File: src/rtl/core/rwf_pkg.sv
`default_nettype none
package rwf_pkg;

  // Address width of the register memory, sized for the largest ring (32 windows + globals)
  localparam int ADDR_W = 10;

  localparam logic [2:0] FN_READ       = 3'd0;
  localparam logic [2:0] FN_WRITE      = 3'd1;
  localparam logic [2:0] FN_SAVE       = 3'd2;
  localparam logic [2:0] FN_RESTORE    = 3'd3;
  localparam logic [2:0] FN_SET_WINDOW = 3'd4;

  localparam logic [2:0] ST_OK        = 3'd0;
  localparam logic [2:0] ST_SPILL     = 3'd1;
  localparam logic [2:0] ST_CLEAN     = 3'd2;
  localparam logic [2:0] ST_FILL      = 3'd3;
  localparam logic [2:0] ST_INVARIANT = 3'd4;
  localparam logic [2:0] ST_BADWIN    = 3'd5;

  localparam logic [1:0] CFG_ALT_GLOBALS   = 2'd0;
  localparam logic [1:0] CFG_OTHER_WINDOWS = 2'd1;
  localparam logic [1:0] CFG_CLEAN_WINDOWS = 2'd2;

  localparam logic [1:0] GRP_GLOBAL = 2'd0;
  localparam logic [1:0] GRP_OUT    = 2'd1;
  localparam logic [1:0] GRP_LOCAL  = 2'd2;

  typedef struct packed {
    logic [2:0]         func;
    logic [4:0]         reg_index;
    logic [63:0]        write_value;
    logic signed [63:0] operand_a;
    logic signed [63:0] operand_b;
    logic [4:0]         window_select;
  } in_item_t;

  typedef struct packed {
    logic [63:0]        read_value;
    logic signed [63:0] sum_value;
    logic [2:0]         status;
  } out_item_t;

  typedef struct packed {
    logic              we;
    logic              re;
    logic [ADDR_W-1:0] addr;
    logic [63:0]       wdata;
  } mem_req_t;

  typedef struct packed {
    logic               is_read;
    logic signed [63:0] sum_value;
    logic [2:0]         status;
  } res_info_t;

  typedef enum logic {
    MS_CLEAR,
    MS_RUN
  } mem_state_t;

endpackage
`default_nettype wire

File: src/rtl/core/rwf_window_ctrl.sv
`default_nettype none
module rwf_window_ctrl
  import rwf_pkg::*;
#(
  parameter int NUM_WINDOWS = 8
) (
  input  wire logic       clk,
  input  wire logic       rst_n,
  input  wire logic       cfg_we,
  input  wire logic [1:0] cfg_index,
  input  wire logic [2:0] cfg_wdata,
  input  wire logic       accept,
  input  wire in_item_t   item,
  output mem_req_t        mem_req,
  output res_info_t       res
);

  localparam int CW = $clog2(NUM_WINDOWS);
  localparam int RW = $clog2(NUM_WINDOWS + 1);
  localparam int EW = ((CW > 3) ? CW : 3) + 2;
  localparam logic [CW-1:0] LAST = CW'(NUM_WINDOWS - 1);

  logic          alt_globals_r;
  logic [2:0]    other_windows_r;
  logic [2:0]    clean_windows_r;
  logic [CW-1:0] current_window_r, current_window_nxt;
  logic [CW-1:0] can_save_r, can_save_nxt;
  logic [CW-1:0] can_restore_r, can_restore_nxt;

  logic [CW-1:0] cw_up, cw_dn, cs_up, cs_dn, cr_up, cr_dn;
  logic [1:0]    grp;
  logic [2:0]    k;
  logic [RW-1:0] row;
  logic [3:0]    low;
  logic [EW-1:0] win_total;
  logic [2:0]    status;
  logic          moved;

  assign cw_up = (current_window_r == LAST) ? '0 : current_window_r + 1'b1;
  assign cw_dn = (current_window_r == '0) ? LAST : current_window_r - 1'b1;
  assign cs_up = (can_save_r == LAST) ? '0 : can_save_r + 1'b1;
  assign cs_dn = (can_save_r == '0) ? LAST : can_save_r - 1'b1;
  assign cr_up = (can_restore_r == LAST) ? '0 : can_restore_r + 1'b1;
  assign cr_dn = (can_restore_r == '0) ? LAST : can_restore_r - 1'b1;

  assign win_total = EW'(can_save_r) + EW'(can_restore_r) + EW'(other_windows_r);

  // globals sit in the row just above the ring
  assign grp = item.reg_index[4:3];
  assign k   = item.reg_index[2:0];

  always_comb begin
    case (grp)
      GRP_GLOBAL: begin
        row = RW'(NUM_WINDOWS);
        low = {alt_globals_r, k};
      end
      GRP_OUT: begin
        row = RW'(cw_up);
        low = {1'b0, k};
      end
      GRP_LOCAL: begin
        row = RW'(current_window_r);
        low = {1'b1, k};
      end
      default: begin
        row = RW'(current_window_r);
        low = {1'b0, k};
      end
    endcase
  end

  always_comb begin
    status             = ST_OK;
    moved              = 1'b0;
    current_window_nxt = current_window_r;
    can_save_nxt       = can_save_r;
    can_restore_nxt    = can_restore_r;
    unique case (item.func)
      FN_SAVE: begin
        if (can_save_r == '0) begin
          status = ST_SPILL;
        end else if (EW'(clean_windows_r) == EW'(can_restore_r)) begin
          status = ST_CLEAN;
        end else if (win_total != EW'(NUM_WINDOWS - 2)) begin
          status = ST_INVARIANT;
        end else begin
          moved              = 1'b1;
          current_window_nxt = cw_up;
          can_save_nxt       = cs_dn;
          can_restore_nxt    = cr_up;
        end
      end
      FN_RESTORE: begin
        if (can_restore_r == '0) begin
          status = ST_FILL;
        end else begin
          moved              = 1'b1;
          current_window_nxt = cw_dn;
          can_save_nxt       = cs_up;
          can_restore_nxt    = cr_dn;
        end
      end
      FN_SET_WINDOW: begin
        if ({1'b0, item.window_select} >= 6'(NUM_WINDOWS)) begin
          status = ST_BADWIN;
        end else begin
          current_window_nxt = item.window_select[CW-1:0];
        end
      end
      default: begin
        status = ST_OK;
      end
    endcase
  end

  always_comb begin
    mem_req.re    = accept && (item.func == FN_READ);
    // drop writes to global zero
    mem_req.we    = accept && (item.func == FN_WRITE) && !((grp == GRP_GLOBAL) && (k == 3'd0));
    mem_req.addr  = ADDR_W'({row, low});
    mem_req.wdata = item.write_value;
    res.is_read   = (item.func == FN_READ);
    res.sum_value = moved ? item.operand_a + item.operand_b : '0;
    res.status    = status;
  end

  always_ff @(posedge clk) begin
    if (!rst_n) begin
      alt_globals_r    <= 1'b0;
      other_windows_r  <= 3'd0;
      clean_windows_r  <= 3'd6;
      current_window_r <= '0;
      can_save_r       <= CW'(NUM_WINDOWS - 2);
      can_restore_r    <= '0;
    end else begin
      if (cfg_we) begin
        unique case (cfg_index)
          CFG_ALT_GLOBALS:   alt_globals_r   <= cfg_wdata[0];
          CFG_OTHER_WINDOWS: other_windows_r <= cfg_wdata;
          CFG_CLEAN_WINDOWS: clean_windows_r <= cfg_wdata;
          default: ;
        endcase
      end
      if (accept) begin
        current_window_r <= current_window_nxt;
        can_save_r       <= can_save_nxt;
        can_restore_r    <= can_restore_nxt;
      end
    end
  end

  a_window_in_range: assert property (@(posedge clk) disable iff (!rst_n)
    current_window_r <= LAST && can_save_r <= LAST && can_restore_r <= LAST)
    else $error("window counter out of range");

  a_save_steps_restore: assert property (@(posedge clk) disable iff (!rst_n)
    accept && item.func == FN_SAVE && status == ST_OK |=>
    can_restore_r == (($past(can_restore_r) == LAST) ? '0 : $past(can_restore_r) + 1'b1))
    else $error("save did not advance can_restore");

  a_trap_holds_window: assert property (@(posedge clk) disable iff (!rst_n)
    accept && (item.func == FN_SAVE || item.func == FN_RESTORE) && status != ST_OK |=>
    $stable(current_window_r))
    else $error("trapped window move changed the current window");

endmodule
`default_nettype wire

File: config.mk
export PLATFORM = sky130hd
export DESIGN_NAME = rwf_window_ctrl
export DESIGN_NICKNAME = d
export VERILOG_FILES = /design/src/rtl/core/rwf_pkg.sv /design/src/rtl/core/rwf_window_ctrl.sv
export SDC_FILE = /design/constraint.sdc
export NUM_CORES = 1
export LEC_CHECK = 0
export ABC_CLOCK_PERIOD_IN_PS = 11550
export BUFFER_PORTS_ARGS = -buffer_cell sky130_fd_sc_hd__clkbuf_2
export CAP_MARGIN = 10
export CORE_AREA = 2 2 140 142
export DETAILED_ROUTE_END_ITERATION = 10
export DIE_AREA = 0 0 142 144
export PLACE_DENSITY = 0.62
export SYNTH_ARGS = -nofsm -noshare
export SYNTH_HDL_FRONTEND = slang
export SYNTH_SLANG_ARGS = --single-unit
File: constraint.sdc
create_clock -name clk -period 11.55 [get_ports clk]
set_input_delay 2.31 -clock clk [delete_from_list [all_inputs] [get_ports clk]]
set_output_delay 2.31 -clock clk [all_outputs]
set_load 0.1 [all_outputs]
---- Yosys cells after proc, flatten, opt, wreduce, memory -nomap -nowiden ----
Index checks and enable logic that the tools add are counted.
operators by class
  add/subtract/negate cells ............... 9
  magnitude comparators ................... 1
  equal/unequal tests ..................... 18
  mux-type cells .......................... 34
  reduce and logical (&&, ||, !) cells .... 19
operators by type and width
  kind                 count
  $add 64x64->64       1
  $mux 64              1
  $mux 3               21
  $pmux 3 s3           2
  $pmux 4 s2           2
  $logic_not 3->1      5
  $eq 3x3->1 const B   4
  $pmux 3 s2           2
  $ne 2x2->1 const B   5
  $add 3x1->3 const B  3
  $sub 3x1->3 const B  3
  $reduce_and 7->1     1
  $eq 3x2->1 const B   2
  $reduce_and 2->1     3
  $reduce_and 6->1     1
  $add 4x3->5          1
  $ge 5x4->1 const B   1
  $ne 5x3->1 const B   1
  $add 3x3->4          1
  $eq 2x1->1 const B   2
  $eq 2x2->1 const B   2
  $logic_and 1x1->1    4
  $logic_not 2->1      2
  $mux 1               4
  7 further kinds      7
word-level totals
  flip-flop bits (word level) ............. 16
  input bits .............................. 214
  output and inout bits ................... 144

---- Logic depth before layout (Yosys ltp) ----
  depth in word-level cells ............... 8
  depth in mapped cells ................... 14
  gate-level depth less buffers ........... 13

---- Least setup slack after synthesis ----
No wires, ideal clock.
  kind .................................... input to output
  start point ............................. input item[5] in the netlist's numbering
  end point ............................... output res[65] in the netlist's numbering
  data arrival time ....................... 6.389 ns
  setup slack ............................. 2.851 ns
  cell stages on the path ................. 11
  path buffers ............................ 0
  path through ............................ ha_1 > fa_1 > a21o_1 > and4_1 > o21ai_1 > o21ai_0 > a22oi_1 > o21a_1 > a21oi_1 > o21a_1 > nor3_1
RTL lines
  item         RTL line               text
  from (decl)  rwf_window_ctrl.sv:13  input wire in_item_t item,
  to (decl)    rwf_window_ctrl.sv:15  output res_info_t res

==> impl_metrics.env <==
export IMPL_syn_to_final_growth_pct=14.5
export IMPL_power_uw=565
export IMPL_min_period_ns=8.13
export IMPL_critPathBufInv=2
export IMPL_worstHoldPathType="reg -> reg"
export IMPL_firstDrtPassIters=6
export IMPL_yosys_cell_types_count=70
export IMPL_dieArea_um2=20400
export IMPL_crit_slowest_cell="clkbuf_2"
export IMPL_cts_sinks=16
export IMPL_cts_root_buf="clkbuf_16"
export IMPL_peakVddDrop_mv=0.118
export IMPL_drc=0
export IMPL_startpoint_type="input port"
export IMPL_portBuffers=227
export IMPL_grt_ovfl_total=0
export IMPL_rows=51
export IMPL_fillers=2094
export IMPL_yosysTopAreaCell="ha_1"
export IMPL_path_delay_family="compound AO/OA/AOI/OAI gates"
export IMPL_synth_most_common_cell="nor2_1"
export IMPL_cts_tree="built"
export IMPL_antenna_left=0
export IMPL_viasPerCell=5.34
export IMPL_powerDensity_nw_per_um2=81.4
export IMPL_grt_total_usage=0.180
export IMPL_diodes=0
export IMPL_grt_pass1_vias=6313
export IMPL_crit_type="in -> out"
export IMPL_cp_cell_sequence="clkbuf_2 > ha_1 > fa_1 > a21o_1 > and4_1 > o21ai_1 > o21ai_0 > a22oi_1 > o21a_1 > a21oi_1 > o21a_1 > nor3_1 > clkbuf_2"
export IMPL_status="finished clean"
export IMPL_cts_buffers=3
export IMPL_post_cts_buffers=0
export IMPL_cts_reportedPaths_clkPinSlew_ns=0.05
export IMPL_syn_mean_instance_area_um2=6.73
export IMPL_dp_hpwl_um=17000
export IMPL_yosysWarnings=0
export IMPL_fin_ws_ns=3.42
export IMPL_grt_setup_unrepaired="no"
export IMPL_start_util=0.318
export IMPL_vias=6764
export IMPL_final_max_slew_viol_count=0
export IMPL_die_x_um=142
export IMPL_slowest_delay_ns=0.51
export IMPL_synth_enable_flop_cells=0
export IMPL_synth_seq_area_share=0.0528
export IMPL_period_share=0.704
export IMPL_end_kind="primary output"
export IMPL_required_ns=9.24
export IMPL_clock_latency_ns=0.24
export IMPL_fmaxAchievable_mhz=123
export IMPL_synth_seq_cells=16
export IMPL_worstMarginPinSlew_ns=0.626
export IMPL_relSlewSlack=0.579
export IMPL_drive_above_1_share=0.243
export IMPL_synthTopCellsByCount="nor2_1, a21oi_1, nand2_1"
export IMPL_grt_max_degree=36
export IMPL_syn_area_um2=6060
export IMPL_synth_ff_type="dfxtp_1"
export IMPL_fin_setup_tns_ns=0
export IMPL_antenna_found_initial=2
export IMPL_async_flop_share=0
export IMPL_ctsHoldBuffers=0
export IMPL_dpl_worst_slack_ns=3.42
export IMPL_avgRoutedWirePerCell_um=15.5
export IMPL_ios=358
export IMPL_place_gp_congestion=0.907
export IMPL_hold_viol_final=0
export IMPL_die_h_um=144
export IMPL_leakagePower_uw=0.00346
export IMPL_cts_buffer_depth=2
export IMPL_synth_top_cell_area_share=0.159
export IMPL_core_area_um2=19100
export IMPL_cts_resized=0
export IMPL_drt_total_wl_um=19700
export IMPL_synthTopCellsByArea="ha_1, buf_4, a21oi_1"
export IMPL_crit_fanout=6
export IMPL_finalNetCount=1326
export IMPL_finalSetupViolCount=0
export IMPL_fin_skew_ns=0.00237
export IMPL_crit_arrival_ns=5.82
export IMPL_maxCapViolCount=0
export IMPL_syn_inst=901
export IMPL_cts_max_level=1
export IMPL_first_iter_violations=290
export IMPL_grt_pass1_wl_um=30600
==> registers in the layout, indices dropped and copies added (netlist names) <==
register,count
other_windows_r,3
can_restore_r,3
can_save_r,3
clean_windows_r,3
alt_globals_r,1
current_window_r,3
==> cells by family (layout without fill, tap and decap cells) <==
kind of cell,after synthesis,count (layout),synth area share
AOI/OAI and AO/OA,273,273,0.294
xor gates and xnor gates,56,56,0.0809
adders and majority gates,82,82,0.175
buffers and inverters,142,269,0.132
DFF,16,16,0.0528
muxes,12,12,0.0200
other,1,2,0.000619
and+or+nand+nor,319,319,0.245
==> placed cells by master (no fill, tap or decap), drive strengths merged, types with 3 or more instances in the layout <==
cell	instances
a211oi	11
inv	37
a31oi	5
o221ai	3
o211ai	12
nor2	109
nor4	4
dfxtp	16
nand4	20
o21a	6
nand2b	9
clkbuf	231
o21bai	17
and3	5
a21boi	8
nand3	22
ha	77
a21o	32
and2	7
o21ai	53
nand3b	3
mux2i	11
o31ai	8
fa	5
a2111oi	3
and4	3
xor2	26
nor3b	8
a21oi	92
nand2	88
nor3	26
a221oi	6
a22o	3
xnor2	30
nor2b	10
==> tightest hold or removal path: stages (launching register included) <==
cell,delay [ns]
dfxtp_1,0.34
mux2i_1,0.08
nand2_1,0.06
==> layer usage <==
metal	GRT usage	share of wire
met1	0.222	0.43
met2	0.322	0.47
met3	0.0417	0.077
met4	0.0342	0.022
met5	0	0.00066
==> final cells by class <==
class / instances / area, um^2 / area share
Tap cell: 238 / 298 / 0.0429
Timing Repair Buffer: 228 / 1140 / 0.165
Sequential cell: 16 / 320 / 0.0462
Multi-Input combinational cell: 744 / 4950 / 0.713
Inverter: 37 / 139 / 0.0200
Clock buffer: 4 / 88.8 / 0.0128
==> power by group <==
part / internal (uW) / switching [uW]
logic: 135 / 294
registers: 57.9 / 3.40
clock network: 52.6 / 22.0
==> worst paths after layout <==
kind | startpoint | slack [ns] | to | cells after the start
worst min register to register | clean_windows_r[1] | 0.50 | clean_windows_r[1] | 2
worst max register to register | can_restore_r[1] | 8.14 | can_restore_r[2] | 13
worst max-delay path | item[5] | 3.42 | res[65] | 13
worst min-delay path | clean_windows_r[1] | 0.50 | clean_windows_r[1] | 2
==> stage by stage <==
| step | hold slack, ns | area, um^2 | cells | utilization |
|---|---|---|---|---|
| 6_report | 0.500 | 6940 | 1267 | 0.364 |
| 5_1_grt | 0.526 | 6940 | 1267 | 0.364 |
| 3_3_place_gp | 0.481 | 6850 | 1263 | 0.359 |
| 3_5_place_dp | 0.488 | 6850 | 1263 | 0.359 |
| 4_1_cts | 0.501 | 6940 | 1267 | 0.364 |
| 2_1_floorplan | 0.463 | 6060 | 902 | - |
Power figures use the tool's default switching activity.
